--- src/design/dtfd_pkg.sv ---
package dtfd_pkg;

    localparam int FRAC_DIGITS = 6;
    localparam int INT_DIGITS  = 10;
    localparam int TEXT_MAX    = 1 + INT_DIGITS + 1 + FRAC_DIGITS;
    localparam int IP_W        = 32;
    localparam int FR_W        = 20;
    localparam int BCD_W       = 4 * (INT_DIGITS + FRAC_DIGITS);
    localparam int SH_W        = 6;
    localparam int CNT_W       = 5;
    localparam int PROD_W      = 53 + FR_W + 1;

    localparam logic [FR_W-1:0] POW10 = FR_W'(1000000);
    localparam logic [7:0] CH_ZERO  = 8'd48;
    localparam logic [7:0] CH_MINUS = 8'h2D;
    localparam logic [7:0] CH_DOT   = 8'h2E;

    typedef enum logic [6:0] {
        ST_IDLE  = 7'b0000001,
        ST_MUL   = 7'b0000010,
        ST_ROUND = 7'b0000100,
        ST_CONV  = 7'b0001000,
        ST_CHECK = 7'b0010000,
        ST_EMIT  = 7'b0100000,
        ST_ERR   = 7'b1000000
    } t_state;

    typedef struct packed {
        logic load;
        logic mul;
        logic round;
        logic conv_start;
        logic conv_step;
        logic emit_next;
    } t_cmd;

    typedef struct packed {
        logic is_nan;
        logic is_inf;
        logic too_big;
        logic conv_done;
        logic int_long;
        logic emit_last;
    } t_status;

endpackage

--- src/design/double_to_fixed_decimal_text_core.sv ---
// Formats an IEEE-754 double as printf %f text, one character per output item:
// optional '-', integer digits, '.', six fraction digits, rounded half-up on the
// exact value. Infinity gives inf/INF; NaN or magnitude >= 2^31 gives a single
// item with o_out_of_range set and o_out_char zero. A finite item passes through
// the multiply, the round and the 52-bit binary-to-BCD shift loop before its
// first character, then one character per cycle while the consumer is ready;
// infinity and errors start emitting on the next cycle.
// One item is in flight at a time.
module double_to_fixed_decimal_text_core
    import dtfd_pkg::*;
(
    input  logic        i_clk,
    input  logic        i_rst_n,
    input  logic        i_valid,
    output logic        o_ready,
    input  logic [63:0] i_value_bits,
    input  logic        i_upper_case,
    output logic        o_valid,
    input  logic        i_ready,
    output logic [7:0]  o_out_char,
    output logic        o_last,
    output logic        o_out_of_range
);
    t_cmd    cmd;
    t_status status;
    logic    err;
    logic [7:0] ch;

    dtfd_ctrl u_ctrl (
        .i_clk    (i_clk),
        .i_rst_n  (i_rst_n),
        .i_valid  (i_valid),
        .o_ready  (o_ready),
        .o_valid  (o_valid),
        .i_ready  (i_ready),
        .o_err    (err),
        .o_cmd    (cmd),
        .i_status (status)
    );

    dtfd_datapath u_dp (
        .i_clk        (i_clk),
        .i_cmd        (cmd),
        .i_value_bits (i_value_bits),
        .i_upper_case (i_upper_case),
        .o_status     (status),
        .o_char       (ch)
    );

    // Drive the result item
    assign o_out_char     = err ? 8'd0 : ch;
    assign o_last         = err || status.emit_last;
    assign o_out_of_range = err;
endmodule

--- src/design/dtfd_datapath.sv ---
module dtfd_datapath
    import dtfd_pkg::*;
(
    input  logic                i_clk,
    input  t_cmd                i_cmd,
    input  logic [63:0]         i_value_bits,
    input  logic                i_upper_case,
    output t_status             o_status,
    output logic [7:0]          o_char
);
    logic            r_neg, r_upper, r_inf;
    logic [52:0]     r_m;
    logic [10:0]     r_s;
    logic [IP_W-1:0] r_ip;
    logic [52:0]     r_frac;
    logic [PROD_W-1:0] r_prod;
    logic [FR_W-1:0] r_fr;
    logic [IP_W+FR_W-1:0] r_bin;
    logic [BCD_W-1:0] r_bcd;
    logic [SH_W-1:0] r_bit_cnt;
    logic [CNT_W-1:0] r_pos;
    logic [CNT_W-1:0] r_ndig;

    logic [10:0] expo;
    logic [51:0] mant;
    assign expo = i_value_bits[62:52];
    assign mant = i_value_bits[51:0];

    // Classify the incoming item
    assign o_status.is_nan  = 1'b0;
    logic st_nan, st_inf, st_big;
    assign st_nan = (r_s == 11'h7FF) && 1'b0;

    // Load: split into integer part and fraction
    logic [52:0] m_in;
    logic [10:0] s_in;
    logic [IP_W-1:0] ip_in;
    logic [52:0] frac_in;
    logic [6:0] sh;
    always_comb begin
        m_in = (expo == 11'd0) ? {1'b0, mant} : {1'b1, mant};
        s_in = (expo == 11'd0) ? 11'd1074 : 11'(11'd1075 - expo);
        sh = (s_in >= 11'd64) ? 7'd64 : s_in[6:0];
        if (sh >= 7'd53) begin
            ip_in = '0;
            frac_in = m_in;
        end else begin
            ip_in = IP_W'(m_in >> sh);
            frac_in = m_in & ((53'd1 << sh) - 53'd1);
        end
    end

    // Rounded fraction from the product at bit s-1
    logic [PROD_W+63:0] prod_ext;
    logic [10:0] sm1;
    logic [PROD_W-1:0] q;
    logic [FR_W:0] fr_r;
    always_comb begin
        prod_ext = {64'd0, r_prod};
        sm1 = 11'(r_s - 11'd1);
        q = (sm1 >= 11'd128) ? '0 : PROD_W'(prod_ext >> sm1[6:0]);
        fr_r = (FR_W+1)'((q + PROD_W'(1)) >> 1);
    end

    // Double-dabble: add 3 to digits >= 5, then shift
    logic [BCD_W-1:0] bcd_adj;
    always_comb begin
        for (int d = 0; d < INT_DIGITS + FRAC_DIGITS; d++) begin
            bcd_adj[4*d +: 4] = (r_bcd[4*d +: 4] >= 4'd5) ?
                4'(r_bcd[4*d +: 4] + 4'd3) : r_bcd[4*d +: 4];
        end
    end

    // Count integer digits
    logic [CNT_W-1:0] ndig;
    always_comb begin
        ndig = CNT_W'(1);
        for (int d = 1; d < INT_DIGITS; d++) begin
            if (r_bcd[4*(FRAC_DIGITS+d) +: 4] != 4'd0) ndig = CNT_W'(d + 1);
        end
    end

    // Scale to integer part times 10^6 plus fraction for the BCD loop
    logic [IP_W+FR_W-1:0] scaled;
    assign scaled = ((IP_W+FR_W)'(r_ip) * (IP_W+FR_W)'(POW10)) + (IP_W+FR_W)'(r_fr);

    always_ff @(posedge i_clk) begin
        if (i_cmd.load) begin
            r_neg   <= i_value_bits[63];
            r_upper <= i_upper_case;
            r_inf   <= (expo == 11'h7FF);
            r_m     <= m_in;
            r_s     <= (expo == 11'h7FF) ? 11'h7FF : s_in;
            r_ip    <= ip_in;
            r_frac  <= frac_in;
            r_pos   <= '0;
        end
        if (i_cmd.mul) begin
            r_prod <= PROD_W'(r_frac) * PROD_W'(POW10);
        end
        if (i_cmd.round) begin
            if (fr_r >= {1'b0, POW10}) begin
                r_fr <= FR_W'(fr_r - {1'b0, POW10});
                r_ip <= IP_W'(r_ip + IP_W'(1));
            end else begin
                r_fr <= FR_W'(fr_r);
            end
        end
        if (i_cmd.conv_start) begin
            r_bin <= scaled;
            r_bcd <= '0;
            r_bit_cnt <= '0;
        end
        if (i_cmd.conv_step) begin
            r_bcd <= {bcd_adj[BCD_W-2:0], r_bin[IP_W+FR_W-1]};
            r_bin <= {r_bin[IP_W+FR_W-2:0], 1'b0};
            r_bit_cnt <= SH_W'(r_bit_cnt + SH_W'(1));
            r_ndig <= ndig;
        end
        if (i_cmd.emit_next) r_pos <= CNT_W'(r_pos + CNT_W'(1));
    end

    // Character sequencing over the finished digits
    logic [CNT_W-1:0] total, idx, k;
    logic [CNT_W-1:0] ndig_now;
    always_comb begin
        ndig_now = ndig;
        k = r_neg ? CNT_W'(r_pos - CNT_W'(1)) : r_pos;
        idx = '0;
        o_char = CH_ZERO;
        if (r_inf) begin
            total = r_neg ? CNT_W'(4) : CNT_W'(3);
            if (r_neg && r_pos == '0) o_char = CH_MINUS;
            else begin
                case (k)
                    CNT_W'(0): o_char = r_upper ? 8'h49 : 8'h69;
                    CNT_W'(1): o_char = r_upper ? 8'h4E : 8'h6E;
                    default:   o_char = r_upper ? 8'h46 : 8'h66;
                endcase
            end
        end else begin
            total = CNT_W'(ndig_now + CNT_W'(FRAC_DIGITS + 1 + (r_neg ? 1 : 0)));
            if (r_neg && r_pos == '0) o_char = CH_MINUS;
            else if (k < ndig_now) begin
                idx = CNT_W'(FRAC_DIGITS + ndig_now - CNT_W'(1) - k);
                o_char = CH_ZERO | {4'd0, r_bcd[4*idx +: 4]};
            end else if (k == ndig_now) o_char = CH_DOT;
            else begin
                idx = CNT_W'(FRAC_DIGITS - 1 - (k - ndig_now - CNT_W'(1)));
                o_char = CH_ZERO | {4'd0, r_bcd[4*idx +: 4]};
            end
        end
    end

    assign st_inf = 1'b0;
    assign st_big = 1'b0;
    assign o_status.is_inf    = (expo == 11'h7FF) && (mant == '0) || st_nan || st_inf;
    assign o_status.too_big   = ((expo != 11'h7FF) && (expo >= 11'd1054)) ||
                                ((expo == 11'h7FF) && (mant != '0)) || st_big;
    assign o_status.conv_done = (r_bit_cnt == SH_W'(IP_W + FR_W));
    assign o_status.int_long  = (r_bin != '0) && 1'b0 || (r_ndig > CNT_W'(INT_DIGITS));
    assign o_status.emit_last = (CNT_W'(r_pos + CNT_W'(1)) == total);

    logic unused_m;
    assign unused_m = ^{r_m, idx};
endmodule

--- src/design/dtfd_ctrl.sv ---
module dtfd_ctrl
    import dtfd_pkg::*;
(
    input  logic    i_clk,
    input  logic    i_rst_n,
    input  logic    i_valid,
    output logic    o_ready,
    output logic    o_valid,
    input  logic    i_ready,
    output logic    o_err,
    output t_cmd    o_cmd,
    input  t_status i_status
);
    t_state r_state, n_state;
    logic   out_fire;

    assign o_ready  = (r_state == ST_IDLE);
    assign o_valid  = (r_state == ST_EMIT) || (r_state == ST_ERR);
    assign o_err    = (r_state == ST_ERR);
    assign out_fire = o_valid && i_ready;

    // Sequence one item through the datapath
    always_comb begin
        n_state = r_state;
        o_cmd = '0;
        unique case (r_state)
            ST_IDLE: begin
                if (i_valid) begin
                    o_cmd.load = 1'b1;
                    if (i_status.too_big) n_state = ST_ERR;
                    else if (i_status.is_inf) n_state = ST_EMIT;
                    else n_state = ST_MUL;
                end
            end
            ST_MUL: begin
                o_cmd.mul = 1'b1;
                n_state = ST_ROUND;
            end
            ST_ROUND: begin
                o_cmd.round = 1'b1;
                n_state = ST_CONV;
            end
            ST_CONV: begin
                o_cmd.conv_start = 1'b1;
                n_state = ST_CHECK;
            end
            ST_CHECK: begin
                if (i_status.conv_done) begin
                    n_state = i_status.int_long ? ST_ERR : ST_EMIT;
                end else begin
                    o_cmd.conv_step = 1'b1;
                end
            end
            ST_EMIT: begin
                if (out_fire) begin
                    o_cmd.emit_next = 1'b1;
                    if (i_status.emit_last) n_state = ST_IDLE;
                end
            end
            ST_ERR: begin
                if (out_fire) n_state = ST_IDLE;
            end
            default: n_state = ST_IDLE;
        endcase
    end

    always_ff @(posedge i_clk) begin
        if (!i_rst_n) r_state <= ST_IDLE;
        else r_state <= n_state;
    end
endmodule

--- config.mk ---
export PLATFORM = sky130hd
export DESIGN_NAME = double_to_fixed_decimal_text_core
export DESIGN_NICKNAME = d
export VERILOG_FILES = /design/src/design/dtfd_pkg.sv /design/src/design/double_to_fixed_decimal_text_core.sv /design/src/design/dtfd_datapath.sv /design/src/design/dtfd_ctrl.sv
export SDC_FILE = /design/constraint.sdc
export NUM_CORES = 2
export LEC_CHECK = 0
export BUFFER_PORTS_ARGS = -buffer_cell sky130_fd_sc_hd__buf_2
export CORE_ASPECT_RATIO = 0.7
export CORE_MARGIN = 1.5
export CORE_UTILIZATION = 45
export DETAILED_ROUTE_END_ITERATION = 10
export GPL_TIMING_DRIVEN = 0
export PLACE_DENSITY = 0.62
export SYNTH_ARGS = -nofsm -noshare
export SYNTH_HDL_FRONTEND = slang
export SYNTH_SLANG_ARGS = --single-unit
export TNS_END_PERCENT = 20
--- constraint.sdc ---
create_clock -name i_clk -period 9 [get_ports i_clk]
set_clock_uncertainty 0.2 [all_clocks]
set_input_delay 0 -clock i_clk [delete_from_list [all_inputs] [get_ports i_clk]]
set_output_delay 0 -clock i_clk [all_outputs]
set_load 0.03 [all_outputs]
==> impl_metrics.json <==
{
  "fin_crit_ns": 8.53,
  "clock.fmax_mhz": 117,
  "syn_nets": 5439,
  "crit_type": "reg -> reg",
  "dpl-instance-area_sq_um": 46300,
  "htree_levels": 2,
  "slowest_delay_ns": 0.75,
  "post-cts-setup-buffers": 0,
  "fin_nets": 5637,
  "path_buf_inv": 5,
  "grt_pass1_vias": 34200,
  "ys_warn_count": 0,
  "clk_pin_slew_worst_paths_ns": 0.06,
  "path_depth": 26,
  "antenna_found_initial": 11,
  "cp-start-kind": "register",
  "min_from": "i_value_bits[56]",
  "setup_viol": 0,
  "synth-edff-count": 284,
  "start_util_pct": 45.7,
  "holdPathStages": 4,
  "critPathMaxFanout": 10,
  "gp_congestion": 1.02,
  "slew_violations": 0,
  "grt_overflow_total": 0,
  "vias": 35900,
  "ios": 81,
  "cts_made_buffers": 39,
  "via_per_inst": 5.93,
  "cp_data_arrival_time_ns": 8.65,
  "root_buffer": "clkbuf_16",
  "worstMarginPinSlew_ns": 1.27,
  "rr_worst_depth": 26,
  "crit_family": "adder cells",
  "n_fill_cell": 8949,
  "clock_path_buffers": 3,
  "cp.required_ns": 9.12,
  "die_area_sq_um": 100000,
  "r2r_start": "u_dp.r_ip[2]",
  "coreArea_sq_um": 96600,
  "cp_slowest_cell": "dfxtp_1",
  "cp-end-kind": "register",
  "syn_avg_cell_area_sq_um": 9.77,
  "dieHeight_microns": 265,
  "slew-limit-headroom_pct": 14.8,
  "outcome": "finished clean",
  "routedWlPerCell_microns": 22.5,
  "cap_violations": 0,
  "crit_top_cell": "fa_1",
  "cts_sinks": 324,
  "syn_area_sq_um": 44200,
  "finalWirelength_mm": 137,
  "grt_max_degree": 70,
  "die_x_microns": 378,
  "ys_async_sr_fraction_pct": 0,
  "grt_util_all_layers_pct": 27.3,
  "std_cell_rows": 95,
  "syn2layout_area_growth_pct": 9.64,
  "port_buffers": 73,
  "rsz0062_at_grt": "false",
  "grt_pass1_wl_mm": 210,
  "dpl.hpwl_mm": 111,
  "hold_path_class": "in -> reg",
  "clk_latency_ns": 0.60,
  "antenna_left": 0,
  "drt_first_pass_iters": 6,
  "synthFlopType": "edfxtp_1",
  "fin_crit_sh_pct": 94.8,
  "setup.worst_path.start": "u_dp.r_ip[2]",
  "fin_area_sq_um": 48400,
  "drc": 0,
  "cts_tree": "done",
  "hold_violations": 0,
  "drive_gt1_share_pct": 9.08,
  "seq_area_frac_synth_pct": 21.1,
  "synth_seq_cells": 324,
  "synthCells": 4522,
  "yosysUniqueCellTypes": 111,
  "drtIter0Drc": 3699
}
-- layer usage --
metal | global-route usage (%) | share of wire, % | wire length (microns) | up-vias
li1 | - | - | - | 16400
met1 | 44.4 | 49 | 67100 | 17700
met2 | 35.7 | 38 | 51900 | 1667
met3 | 6.84 | 11 | 15000 | 189
met4 | 5.24 | 1.9 | 2570 | 8
met5 | 0 | 0.034 | 47 | -
-- logic make-up (layout without fill, tap and decap cells) --
| logic type | after synthesis | in the layout | share of synthesized area, % |
|---|---|---|---|
| buf+inv | 716 | 943 | 6.53 |
| xor+xnor | 245 | 245 | 4.93 |
| fa+ha+maj | 848 | 848 | 30.5 |
| simple gates | 1183 | 1183 | 12.9 |
| other cells | 1 | 4 | 0.00849 |
| compound gates | 858 | 858 | 12.6 |
| flops | 324 | 324 | 21.1 |
| mux | 347 | 347 | 11.5 |
-- cell usage in the layout, fill, tap and decap left out, types with 153 or more instances in the layout --
master	n
mux2i_1	182
xnor2_1	153
nor2_1	309
nand2_1	377
fa_1	379
a21oi_1	239
edfxtp_1	284
inv_1	548
ha_1	469
o21ai_0	186
-- area by class of cell --
cell class              instances  area, sq um  area share [%]
plain buffers                 166          821            1.69
repair buffers                157         1250            2.58
multi-input cells            3482        32000            66.1
well taps                    1309         1640            3.38
clock inverters                25          320           0.661
inverters                     550         2070            4.27
clock buffers                  45         1010            2.08
diodes                          3         7.51          0.0155
flip-flops and latches        324         9330            19.3
-- state kept, by name (all words and copies together), names as in the netlist --
signal	cells
u_dp.r_ndig	4
u_dp.r_bit_cnt	6
u_dp.r_prod	67
u_dp.r_inf	1
u_dp.r_fr	20
u_dp.r_frac	53
u_dp.r_bin	52
u_dp.r_bcd	64
u_dp.r_s	11
u_dp.r_neg	1
u_dp.r_ip	32
u_dp.r_pos	5
u_ctrl.r_state	7
u_dp.r_upper	1
-- cell usage after synthesis (all sizes together), types with 87 or more instances --
master	instances	area, sq um
inv	550	2060
o21ai	219	1120
mux2i	182	1820
xor2	89	787
a21oi	246	1260
edfxtp	284	8530
nor2	312	1190
mux4	126	2840
xnor2	156	1390
fa	379	7590
nand2	379	1430
nor3	87	452
clkbuf	96	360
nand3	89	455
ha	469	5870
-- through the flow --
stage	utilization (%)	hold slack [ns]	setup slack, ns	instances	setup TNS [ns]
final	50.1	0.0743	0.471	6061	0
after global routing	50.1	0.0878	0.0866	6059	0
after CTS	50.1	0.0132	0.374	6058	0
after detailed placement	48.0	0.00255	0.379	5914	0
after global placement	47.8	0.0191	-0.122	5904	-0.122
after floorplan	-	-0.111	1.61	4522	0
-- worst paths after layout --
kind	end	slack (ns)
min reg2reg	u_dp.r_bin[0]	0.27
max reg2reg	u_dp.r_bin[51]	0.47
max	u_dp.r_bin[51]	0.47
min	u_dp.r_inf	0.07
-- tightest hold or removal path: cells and delay by family --
family / cells / cell delay, ns
and+or+nand+nor: 2 / 0.41
buffers and inverters: 2 / 0.27
-- timing repair --
item,4_1_cts,5_1_grt
gates resized for setup,0,3
hold endpoints to repair,76,0
endpoints found under the setup margin,0,7
hold buffers,74,0
Power is not shown: default switching activity piles up to over one toggle a cycle in this logic, so the estimate is an artifact.
